==> src/hdl/cwa_pkg.sv <==
package cwa_pkg;

  localparam int IDX_W          = 10;
  localparam int CFG_ADDR_W     = 3;
  localparam int CFG_DATA_W     = 32;
  localparam int POINTS_LOG2_W  = 4;

  localparam logic [POINTS_LOG2_W-1:0] POINTS_LOG2_RESET = 4'd11;

  typedef enum logic [0:0] {
    REG_POINTS_LOG2 = 1'b0
  } cfg_reg_t;

  typedef struct packed {
    logic             emit_reg;
    logic             emit_wrap;
    logic [IDX_W-1:0] idx_reg;
    logic [IDX_W-1:0] idx_wrap;
  } job_ctrl_t;

endpackage

==> src/hdl/chaikin_wavelet_analysis_step.sv <==
// One analysis level of a closed-curve Chaikin wavelet over 3-D points.
// Slave stream: one curve point per beat, x/y/z packed in s_tdata.
// Master stream: one coarse/detail pair per beat; m_tlast marks the
// wrapping final pair of the level.
// APB register points_log2 (address 0) sets n = 2^points_log2 points per
// level; write it only while the block is idle.
// Throughput: one point per cycle while s_tready is high. A point with an
// odd index >= 3 yields one pair; the last point of a level yields up to two
// pairs back to back. A pair reaches m_tvalid through the window register
// (taps and job flags), then the result queue, which the adders write.
// A four-entry result queue parts the two sides; s_tready drops only when
// results in flight could overfill it, so a stalled receiver holds all
// pairs and the slave side backs up after at most a few beats.
// Reset clears the point counter, the queue and sets points_log2 to 11.
module chaikin_wavelet_analysis_step
  import cwa_pkg::*;
#(
  parameter int MAX_POINTS_LOG2 = 11,
  parameter int COORD_WIDTH     = 24
) (
  input  logic                  clk,
  input  logic                  rst,
  // APB
  input  logic                  psel,
  input  logic                  penable,
  input  logic                  pwrite,
  input  logic [CFG_ADDR_W-1:0] paddr,
  input  logic [CFG_DATA_W-1:0] pwdata,
  output logic [CFG_DATA_W-1:0] prdata,
  output logic                  pready,
  // points in
  input  logic                  s_tvalid,
  output logic                  s_tready,
  // point_x, point_y, point_z
  input  logic [((3*COORD_WIDTH+7)/8)*8-1:0] s_tdata,
  // pairs out
  output logic                  m_tvalid,
  input  logic                  m_tready,
  // coarse_x, coarse_y, coarse_z, detail_x, detail_y, detail_z, pair_index
  output logic [((6*(COORD_WIDTH+3)+IDX_W+7)/8)*8-1:0] m_tdata,
  // level_done
  output logic                  m_tlast
);

  localparam int PW      = 3 * COORD_WIDTH;
  localparam int RW      = COORD_WIDTH + 3;
  localparam int PAY_W   = 6 * RW + IDX_W;
  localparam int EW      = PAY_W + 1;
  localparam int OUT_W   = ((PAY_W + 7) / 8) * 8;
  localparam int CNT_W   = MAX_POINTS_LOG2;
  localparam int LG_W    = $clog2(MAX_POINTS_LOG2 + 1);
  localparam logic [CNT_W-1:0] ALL_ONES = '1;
  localparam logic [CNT_W-1:0] CNT_ONE  = 1;

  // configuration
  logic [POINTS_LOG2_W-1:0] points_log2;
  logic                     cfg_wr;
  logic                     cfg_sel;

  assign pready  = 1'b1;
  assign cfg_sel = (cfg_reg_t'(paddr[CFG_ADDR_W-1]) == REG_POINTS_LOG2);
  assign cfg_wr  = psel && penable && pwrite && pready;

  always_comb begin
    prdata = '0;
    if (cfg_sel) begin
      prdata = CFG_DATA_W'(points_log2);
    end
  end

  always_ff @(posedge clk) begin
    if (rst) begin
      points_log2 <= POINTS_LOG2_RESET;
    end else if (cfg_wr && cfg_sel) begin
      points_log2 <= pwdata[POINTS_LOG2_W-1:0];
    end
  end

  // level size
  logic [LG_W-1:0]  lg_eff;
  logic [CNT_W-1:0] last_idx;

  always_comb begin
    if (points_log2 == '0) begin
      lg_eff = LG_W'(1);
    end else if (int'(points_log2) > MAX_POINTS_LOG2) begin
      lg_eff = LG_W'(MAX_POINTS_LOG2);
    end else begin
      lg_eff = LG_W'(points_log2);
    end
    last_idx = ALL_ONES >> (LG_W'(MAX_POINTS_LOG2) - lg_eff);
  end

  // point counter and handshake
  logic [CNT_W-1:0] point_counter;
  logic [CNT_W-1:0] point_counter_next;
  logic             accept;
  logic             is_last;
  logic             is_odd_pair;
  job_ctrl_t        job;
  job_ctrl_t        job_next;
  logic [2:0]       fifo_count;
  logic [3:0]       fill_sum;

  assign is_last     = (point_counter >= last_idx);
  assign is_odd_pair = (point_counter >= 3) && point_counter[0];
  assign accept      = s_tvalid && s_tready;

  always_comb begin
    fill_sum = 4'(fifo_count) + 4'(job.emit_reg) + 4'(job.emit_wrap)
             + 4'(is_odd_pair) + 4'(is_last);
    s_tready = (fill_sum <= 4'd4);
  end

  always_comb begin
    point_counter_next = is_last ? '0 : point_counter + CNT_ONE;
    job_next.emit_reg  = accept && is_odd_pair;
    job_next.emit_wrap = accept && is_last;
    job_next.idx_reg   = IDX_W'((point_counter >> 1) - CNT_ONE);
    job_next.idx_wrap  = IDX_W'(last_idx >> 1);
  end

  always_ff @(posedge clk) begin
    if (rst) begin
      point_counter <= '0;
      job           <= '0;
    end else begin
      job <= job_next;
      if (accept) begin
        point_counter <= point_counter_next;
      end
    end
  end

  // window taps (tap[3] newest) and first two points of the level
  logic [PW-1:0] tap [4];
  logic [PW-1:0] first0;
  logic [PW-1:0] first1;

  always_ff @(posedge clk) begin
    if (accept) begin
      tap[0] <= tap[1];
      tap[1] <= tap[2];
      tap[2] <= tap[3];
      tap[3] <= s_tdata[PW-1:0];
      if (point_counter == '0) begin
        first0 <= s_tdata[PW-1:0];
      end
      if (point_counter == CNT_ONE) begin
        first1 <= s_tdata[PW-1:0];
      end
    end
  end

  // pair arithmetic
  logic [3*RW-1:0] reg_coarse;
  logic [3*RW-1:0] reg_detail;
  logic [3*RW-1:0] wrap_coarse;
  logic [3*RW-1:0] wrap_detail;

  cwa_pair_calc #(
    .COORD_WIDTH(COORD_WIDTH)
  ) u_calc_reg (
    .c0    (tap[0]),
    .c1    (tap[1]),
    .c2    (tap[2]),
    .c3    (tap[3]),
    .coarse(reg_coarse),
    .detail(reg_detail)
  );

  cwa_pair_calc #(
    .COORD_WIDTH(COORD_WIDTH)
  ) u_calc_wrap (
    .c0    (tap[2]),
    .c1    (tap[3]),
    .c2    (first0),
    .c3    (first1),
    .coarse(wrap_coarse),
    .detail(wrap_detail)
  );

  logic [EW-1:0] reg_word;
  logic [EW-1:0] wrap_word;
  logic [EW-1:0] wdata0;
  logic          wr0;
  logic          wr1;
  logic [EW-1:0] head;

  assign reg_word  = {1'b0, job.idx_reg, reg_detail, reg_coarse};
  assign wrap_word = {1'b1, job.idx_wrap, wrap_detail, wrap_coarse};
  assign wr0       = job.emit_reg || job.emit_wrap;
  assign wr1       = job.emit_reg && job.emit_wrap;
  assign wdata0    = job.emit_reg ? reg_word : wrap_word;

  cwa_result_fifo #(
    .WIDTH(EW)
  ) u_fifo (
    .clk   (clk),
    .rst   (rst),
    .wr0   (wr0),
    .wdata0(wdata0),
    .wr1   (wr1),
    .wdata1(wrap_word),
    .rd    (m_tready),
    .rdata (head),
    .valid (m_tvalid),
    .count (fifo_count)
  );

  assign m_tdata = OUT_W'(head[PAY_W-1:0]);
  assign m_tlast = head[EW-1];

endmodule

==> src/hdl/cwa_pair_calc.sv <==
module cwa_pair_calc #(
  parameter int COORD_WIDTH = 24
) (
  input  logic [3*COORD_WIDTH-1:0]     c0,
  input  logic [3*COORD_WIDTH-1:0]     c1,
  input  logic [3*COORD_WIDTH-1:0]     c2,
  input  logic [3*COORD_WIDTH-1:0]     c3,
  output logic [3*(COORD_WIDTH+3)-1:0] coarse,
  output logic [3*(COORD_WIDTH+3)-1:0] detail
);

  localparam int RW = COORD_WIDTH + 3;

  // coarse = 3(c1+c2) - (c0+c3), detail = 3(c2-c1) + (c0-c3), exact in RW bits
  always_comb begin
    logic signed [RW-1:0] a0, a1, a2, a3;
    logic signed [RW-1:0] s12, d21, s03, d03;
    for (int k = 0; k < 3; k++) begin
      a0  = RW'($signed(c0[k*COORD_WIDTH +: COORD_WIDTH]));
      a1  = RW'($signed(c1[k*COORD_WIDTH +: COORD_WIDTH]));
      a2  = RW'($signed(c2[k*COORD_WIDTH +: COORD_WIDTH]));
      a3  = RW'($signed(c3[k*COORD_WIDTH +: COORD_WIDTH]));
      s12 = a1 + a2;
      d21 = a2 - a1;
      s03 = a0 + a3;
      d03 = a0 - a3;
      coarse[k*RW +: RW] = (s12 <<< 1) + s12 - s03;
      detail[k*RW +: RW] = (d21 <<< 1) + d21 + d03;
    end
  end

endmodule

==> src/hdl/cwa_result_fifo.sv <==
module cwa_result_fifo #(
  parameter int WIDTH = 173
) (
  input  logic             clk,
  input  logic             rst,
  input  logic             wr0,
  input  logic [WIDTH-1:0] wdata0,
  input  logic             wr1,
  input  logic [WIDTH-1:0] wdata1,
  input  logic             rd,
  output logic [WIDTH-1:0] rdata,
  output logic             valid,
  output logic [2:0]       count
);

  logic [WIDTH-1:0] entry [4];
  logic [1:0]       wr_ptr;
  logic [1:0]       rd_ptr;
  logic [1:0]       wr_ptr_next;
  logic [2:0]       count_next;
  logic             pop;

  assign pop   = rd && valid;
  assign valid = (count != 3'd0);
  assign rdata = entry[rd_ptr];

  always_comb begin
    wr_ptr_next = wr_ptr + 2'(wr0) + 2'(wr1);
    count_next  = count + 3'(wr0) + 3'(wr1) - 3'(pop);
  end

  always_ff @(posedge clk) begin
    if (wr0) begin
      entry[wr_ptr] <= wdata0;
    end
    if (wr1) begin
      entry[wr_ptr + 2'd1] <= wdata1;
    end
  end

  always_ff @(posedge clk) begin
    if (rst) begin
      wr_ptr <= '0;
      rd_ptr <= '0;
      count  <= '0;
    end else begin
      wr_ptr <= wr_ptr_next;
      count  <= count_next;
      if (pop) begin
        rd_ptr <= rd_ptr + 2'd1;
      end
    end
  end

endmodule
==> config.mk <==
export PLATFORM = sky130hd
export DESIGN_NAME = chaikin_wavelet_analysis_step
export DESIGN_NICKNAME = d
export VERILOG_FILES = /design/src/hdl/cwa_pkg.sv /design/src/hdl/chaikin_wavelet_analysis_step.sv /design/src/hdl/cwa_pair_calc.sv /design/src/hdl/cwa_result_fifo.sv
export SDC_FILE = /design/constraint.sdc
export NUM_CORES = 2
export LEC_CHECK = 0
export BUFFER_PORTS_ARGS = -buffer_cell sky130_fd_sc_hd__buf_2
export CORE_AREA = 4 4 490 492
export DETAILED_ROUTE_END_ITERATION = 7
export DIE_AREA = 0 0 494 496
export SLEW_MARGIN = 15
export SYNTH_ARGS = -nofsm -noshare
export SYNTH_HDL_FRONTEND = slang
export SYNTH_SLANG_ARGS = --single-unit
==> constraint.sdc <==
create_clock -name clk -period 18.68 [get_ports clk]
set_input_delay 1.868 -clock clk [delete_from_list [all_inputs] [get_ports clk]]
set_output_delay 1.868 -clock clk [all_outputs]
set_load 0.05 [all_outputs]
Word-level counts from Yosys, hierarchy flattened. Memory sizes are Yosys's and may differ from the RTL's. A register that Yosys moved wholly into a read port is not among the register bits. Index checks and enable logic that the tools add are counted.

Add/sub/neg operators: 62. Multipliers: 0. Div/mod/pow operators: 0. $lt $le $gt $ge: 4. Eq/ne operators: 1. Shifts and indexed selects: 1. Multiplexer cells: 13. Bitwise operators: 1. Reduce and logical (&&, ||, !) cells: 15.

Operators by type and width (count): $add 27x27->27 (12); $add 24x24->25 (12); $sub 24x24->25 (12); $mux 173 (1); $add 26x25->27 (4); $sub 27x27->27 (4); $add 27x25->27 (2); $sub 27x25->27 (2); $add 4x1->4 (3); $mux 4 (3); $add 11x1->11 const B (1); $eq 11x1->1 const B (1); $ge 11x11->1 (1); $ge 11x2->1 const B (1); $logic_not 11->1 (1); $mux 11 (1); $shr 11x4->11 const A (1); $sub 10x1->10 const B (1); $logic_and 1x1->1 (9); $add 3x1->3 (2); $mux 1 (6); $add 2x1->2 (2); $add 2x1->2 const B (2); $add 3x1->4 (1); 10 further kinds (12).

Bits in registers: 188. Latch bits: 0. RAM bits: 980. ROM bits: 0. Bits of input ports: 114. Output and inout port bits: 212. Word-level logic and storage cells: 110. Memories kept: 2.

Memory list: u_fifo.entry (words 4, width 173, read ports 1, clocked after Yosys merged registers in 1, wr ports 2, line cwa_result_fifo.sv:16) `logic [WIDTH-1:0] entry [4];`; tap (words 4, width 72, read ports 4, clocked after Yosys merged registers in 0, wr ports 4, line chaikin_wavelet_analysis_step.sv:136) `logic [PW-1:0] tap [4];`.

Logic depth before layout (Yosys ltp).
Depth in word-level cells: 11. Mapped depth: 29. Depth with buffers taken out: 29.

Cells and area by module. Synthesis repeated with hierarchy kept, for this count alone.

Cell total of the unflattened synthesis: 8762. Area total of the unflattened synthesis: 97999.0 µm².

Modules (own cells, without submodules): cwa_result_fifo (times used 1, cells an instance 1717, area an instance 33642.3 µm², sequential area each 20960.1 µm²); cwa_pair_calc (u_calc_reg) (times used 1, cells an instance 3114, area an instance 23681.5 µm², sequential area each 0.0 µm²); cwa_pair_calc (u_calc_wrap) (times used 1, cells an instance 3045, area an instance 23445.0 µm², sequential area each 0.0 µm²); chaikin_wavelet_analysis_step (times used 1, cells an instance 886, area an instance 17230.3 µm², sequential area each 13713.2 µm²).

Worst setup path before layout. No wires, ideal clock.

Path kind: register -> register. From: reg points_log2[3]. To: reg first0[0], enable pin. Setup time: 0.581 ns. Arrival: 12.860 ns. Data required time: 18.099 ns. Setup slack: 5.238 ns. Cell stages (with the launch flop): 21. Buffers on the path: 1. Clock period less this slack: 13.442 ns. Cell sequence: dfxtp_1 -> clkbuf_1 -> nor3_1 -> ha_1 -> a21o_1 -> a21o_1 -> a21oi_1 -> nor2b_1 -> o21ai_0 -> nand2b_1 -> a2111oi_0 -> o21a_1 -> fa_1 -> fa_1 -> fa_1 -> nand2_1 -> a221o_1 -> a22oi_1 -> nand2_1 -> clkinv_1 -> and3_1.

Longest elaborated chain between the ends: 10. Elaborated cells between the ends (all ways): 11. Classes of those cells: add/sub: 2; order compare: 3; shift: 1; mux: 2; reduce/logical: 3.

Ends and longest elaborated chain: from (decl) (line chaikin_wavelet_analysis_step.sv:56) `logic [POINTS_LOG2_W-1:0] points_log2;`; from (signal assigned) (line chaikin_wavelet_analysis_step.sv:75) `points_log2 <= pwdata[POINTS_LOG2_W-1:0];`; $gt 4x4->1 (line chaikin_wavelet_analysis_step.sv:86) `end else if (int'(points_log2) > MAX_POINTS_LOG2) begin`; $mux 4 (line chaikin_wavelet_analysis_step.sv:86); $mux 4 * (line chaikin_wavelet_analysis_step.sv:84) `if (points_log2 == '0) begin`; $sub 4x4->4 * (line chaikin_wavelet_analysis_step.sv:91) `last_idx = ALL_ONES >> (LG_W'(MAX_POINTS_LOG2) - lg_eff);`; $shr 11x4->11 * (line chaikin_wavelet_analysis_step.sv:91); $ge 11x11->1 * (line chaikin_wavelet_analysis_step.sv:105) `assign is_last = (point_counter >= last_idx);`; $add 4x1->4 * (line chaikin_wavelet_analysis_step.sv:111) `+ 4'(is_odd_pair) + 4'(is_last);`; $le 4x3->1 * (line chaikin_wavelet_analysis_step.sv:112) `s_tready = (fill_sum <= 4'd4);`; named net s_tready (line chaikin_wavelet_analysis_step.sv:33) `output logic s_tready,`; $logic_and 1x1->1 * (line chaikin_wavelet_analysis_step.sv:107) `assign accept = s_tvalid && s_tready;`; named net accept (line chaikin_wavelet_analysis_step.sv:97) `logic accept;`; $reduce_and 2->1 (no source line) *; to (signal assigned) (line chaikin_wavelet_analysis_step.sv:147) `first0 <= s_tdata[PW-1:0];`; to (decl) (line chaikin_wavelet_analysis_step.sv:137) `logic [PW-1:0] first0;`.

The timed path passes the listed nets; every way through them passes the cells marked *. A chain may end at the register's enable or synchronous reset.

Worst setup path after layout.
From: reg points_log2[1]. To: out s_tready.

Longest elaborated chain between the ends: 8. Elaborated cells between the ends (all ways): 9. Classes of those cells: add/sub: 2; order compare: 3; shift: 1; mux: 2; reduce/logical: 1.

Ends and longest elaborated chain (line): $gt 4x4->1 (chaikin_wavelet_analysis_step.sv:86); $mux 4 (chaikin_wavelet_analysis_step.sv:86); $mux 4 * (chaikin_wavelet_analysis_step.sv:84); $sub 4x4->4 * (chaikin_wavelet_analysis_step.sv:91); $shr 11x4->11 * (chaikin_wavelet_analysis_step.sv:91); $ge 11x11->1 * (chaikin_wavelet_analysis_step.sv:105); $add 4x1->4 * (chaikin_wavelet_analysis_step.sv:111); $le 4x3->1 * (chaikin_wavelet_analysis_step.sv:112); to (decl) (chaikin_wavelet_analysis_step.sv:33).

Every way passes the cells marked *; elsewhere a longest branch is shown, timed or not.

==> metrics.yaml <==
placed_design:
  dpl.hpwl_um: 215000
  gp_congestion: 0.940
  port_buffers: 262
routing:
  num_vias: 68300
  first_pass_iters: 6
  first_iter_violations: 6546
  vias_per_cell: 5.73
  wire_per_inst_um: 24.2
  ant_nets: 0
  drcViolationCount: 0
  wl_um: 289000
worst_setup_path:
  critPathMaxFanout: 10
  crit_path_frequent_cell: "fa_1"
  crit_chain: "and2_1, nor3_1, ha_1, a21o_1, a21oi_1, nor2b_1, o21ai_0, nand2b_1, a2111oi_0, o21a_1, fa_1, fa_1, fa_1, nand2_1, a221o_1, a22oi_1, buf_2"
  crit_cells: 17
  critPathArrivalTime_ns: 6.12
  worstPathRequired_ns: 16.81
  critPathKind: "reg2out"
  r2r_cells: 20
  rr_endpoint: "tap[3][69]"
  slowest_stage: "fa_1"
  path_delay_family: "compound AO/OA/AOI/OAI gates"
  critical-path-max-stage-delay_ns: 0.52
  cp-start-kind: "register"
  end_kind: "primary output"
  critPathBufInv: 1
  r2r_slack_ns: 10.86
  rr_startpoint: "points_log2[1]"
run_status:
  status: "finished, final reports clean"
synth:
  ys_types: 100
  ys_seq_elements: 1170
  synth_area_per_cell_um2: 10.8
  synth_cells: 8522
  yosysTopAreaCellShare_pct: 36.7
  synth_warnings: 0
  yosysTopAreaCell: "edfxtp_1"
  ys_async_sr_fraction_pct: 0
  synth_most_common_cell: "edfxtp_1"
  synth_common_cells: "edfxtp_1, inv_1, ha_1"
  synth_edf_count: 1120
  syn_area_mm2: 0.0917
  synth_ff_type: "edfxtp_1"
  synth_area_leaders: "edfxtp_1, ha_1, fa_1"
  ys_seq_area_share_pct: 37.8
die:
  ioPinCount: 326
  die_w_um: 494
  fp.dieH_um: 496
  row_count: 178
  coreArea_mm2: 0.235
  dieArea_mm2: 0.245
  start_util_pct: 39.0
sta:
  rsz0062_at_grt: "false"
  hold_viol: 0
  fmax_ghz: 0.125
  fin_setup_tns_ns: 0
  finalCriticalPeriod_ns: 7.99
  maxSlewViolCount: 0
  fin_crit_sh_pct: 42.8
  finalSetupViolCount: 0
  max_slew.worst_pin.slew_ns: 1.27
  fin_worst_skew_ns: 0.0327
  relSlewSlack_pct: 15.0
cts:
  hold_buffers: 0
  htree_levels: 4
  clockBufferDepth: 3
  path_clk_slew_ns: 0.06
  clk_latency_ns: 0.81
  root_buffer: "clkbuf_16"
  cts_made_buffers: 139
  clock_sinks: 1170
  cts_resized: 0
  postCtsSetupBuffers: 0
  tritoncts: "done"
min_path:
  min_to: "u_fifo.entry[3][172]"
  holdPathStages: 2
  hold_path_class: "reg2reg"
  worstHoldStart: "u_fifo.entry[3][172]"
flow_run:
  cap_violations: 0
global_route:
  track_usage_pct: 23.1
  overflow: 0
  grt_pass1_wl_um: 429000
  grt_max_degree: 141
  antenna_found_initial: 40
  grt_pass1_vias: 68300
cells_and_area:
  final_util_pct: 42.9
  nets: 10000
  syn2layout_area_growth_pct: 9.95
  n_fill_cell: 22100
  drive_gt1_share_pct: 9.41
[layout by cell type, fill, tap and decap left out, types with 29 or more instances in the layout]
cell type  instances
a21o_1           183
nor3_1           141
a31oi_1           55
a21oi_1          614
nand3_1           82
nor2_1           635
xor2_1           213
or3_1             43
edfxtp_1        1120
nand2_1          231
o21ai_0          291
buf_4             57
buf_2            262
a211oi_1          43
mux4_2           173
nand2b_1         106
o31ai_1           29
nor2b_1           77
and3_1            40
clkbuf_1          32
conb_1            34
o211ai_1          38
clkbuf_16        140
inv_1            844
o21bai_1         167
dfxtp_1           47
ha_1             830
o21a_1            66
o22ai_1          560
a22o_1           103
xnor2_1          509
fa_1             419
[per-layer routing]
layer	track usage, %	part of all wire, %	routed length (um)	vias to the layer above
met2	37.3	46	132000	2598
met4	9.14	4.3	12300	28
met3	3.84	7.3	21000	486
met5	0	0.065	187	-
met1	31.1	43	123000	33800
li1	-	-	-	31400
[stage by stage]
stage / instances / area (um2) / hold WS, ns / setup slack (ns)
2_1_floorplan: 8554 / 91800 / 0.422 / 5.24
3_3_place_gp: 11700 / 96300 / 0.432 / 10.84
3_5_place_dp: 11700 / 96300 / 0.443 / 10.82
4_1_cts: 11900 / 101000 / 0.452 / 10.62
5_1_grt: 11900 / 101000 / 0.491 / 10.31
6_report: 11900 / 101000 / 0.451 / 10.69
[registers in the layout, indices dropped and copies added, names as in the netlist, named ones only]
name	flops
u_fifo.entry	692
first0	72
job	22
first1	72
point_counter	11
tap	288
u_fifo.wr_ptr	2
u_fifo.rd_ptr	2
points_log2	4
u_fifo.count	3
[worst reg2reg max path: cells and delay by family, from the launching register on]
family	cells	cell delay, ns
buf+inv	3	2.16
compound gates	7	1.98
fa+ha+maj	4	1.75
simple gates	6	1.10
flops	1	0.42
[cells by family (layout without fill, tap and decap cells)]
| logic type | Yosys count | after routing | synth area share [%] |
|---|---|---|---|
| adder cells (fa/ha/maj) | 1253 | 1253 | 20.5 |
| flip-flops | 1170 | 1170 | 37.8 |
| AO/OA/AOI/OAI | 2423 | 2423 | 17.2 |
| XOR/XNOR | 727 | 727 | 7.02 |
| other | 2 | 44 | 0.00819 |
| multiplexers | 190 | 190 | 4.45 |
| buffers and inverters | 1221 | 1420 | 5.16 |
| AND/OR/NAND/NOR | 1536 | 1536 | 7.91 |
[how the worst max path moves through the flow]
stage	from	end	slack, ns
4_1_cts	points_log2[1]	s_tready	10.62
3_3_place_gp	points_log2[1]	tap[0][71]	10.84
3_5_place_dp	points_log2[1]	tap[0][71]	10.82
5_1_grt	points_log2[1]	tap[0][50]	10.31
2_1_floorplan	points_log2[3]	first0[0]	5.24
6_report	points_log2[1]	s_tready	10.69
[area by class of cell]
cell class	count	area (um2)	share of cell area, %
Multi-Input combinational cell	6163	52700	52.2
Sequential cell	1170	34600	34.4
Tap cell	3150	3940	3.91
Clock buffer	175	3660	3.64
Inverter	846	3180	3.16
Timing Repair Buffer	324	1840	1.82
Clock inverter	75	845	0.838
Antenna cell	10	25.0	0.0248
Power is left out: the tool's default activity adds up to more than one toggle a clock period on the data nets, which glitch-free logic cannot reach.
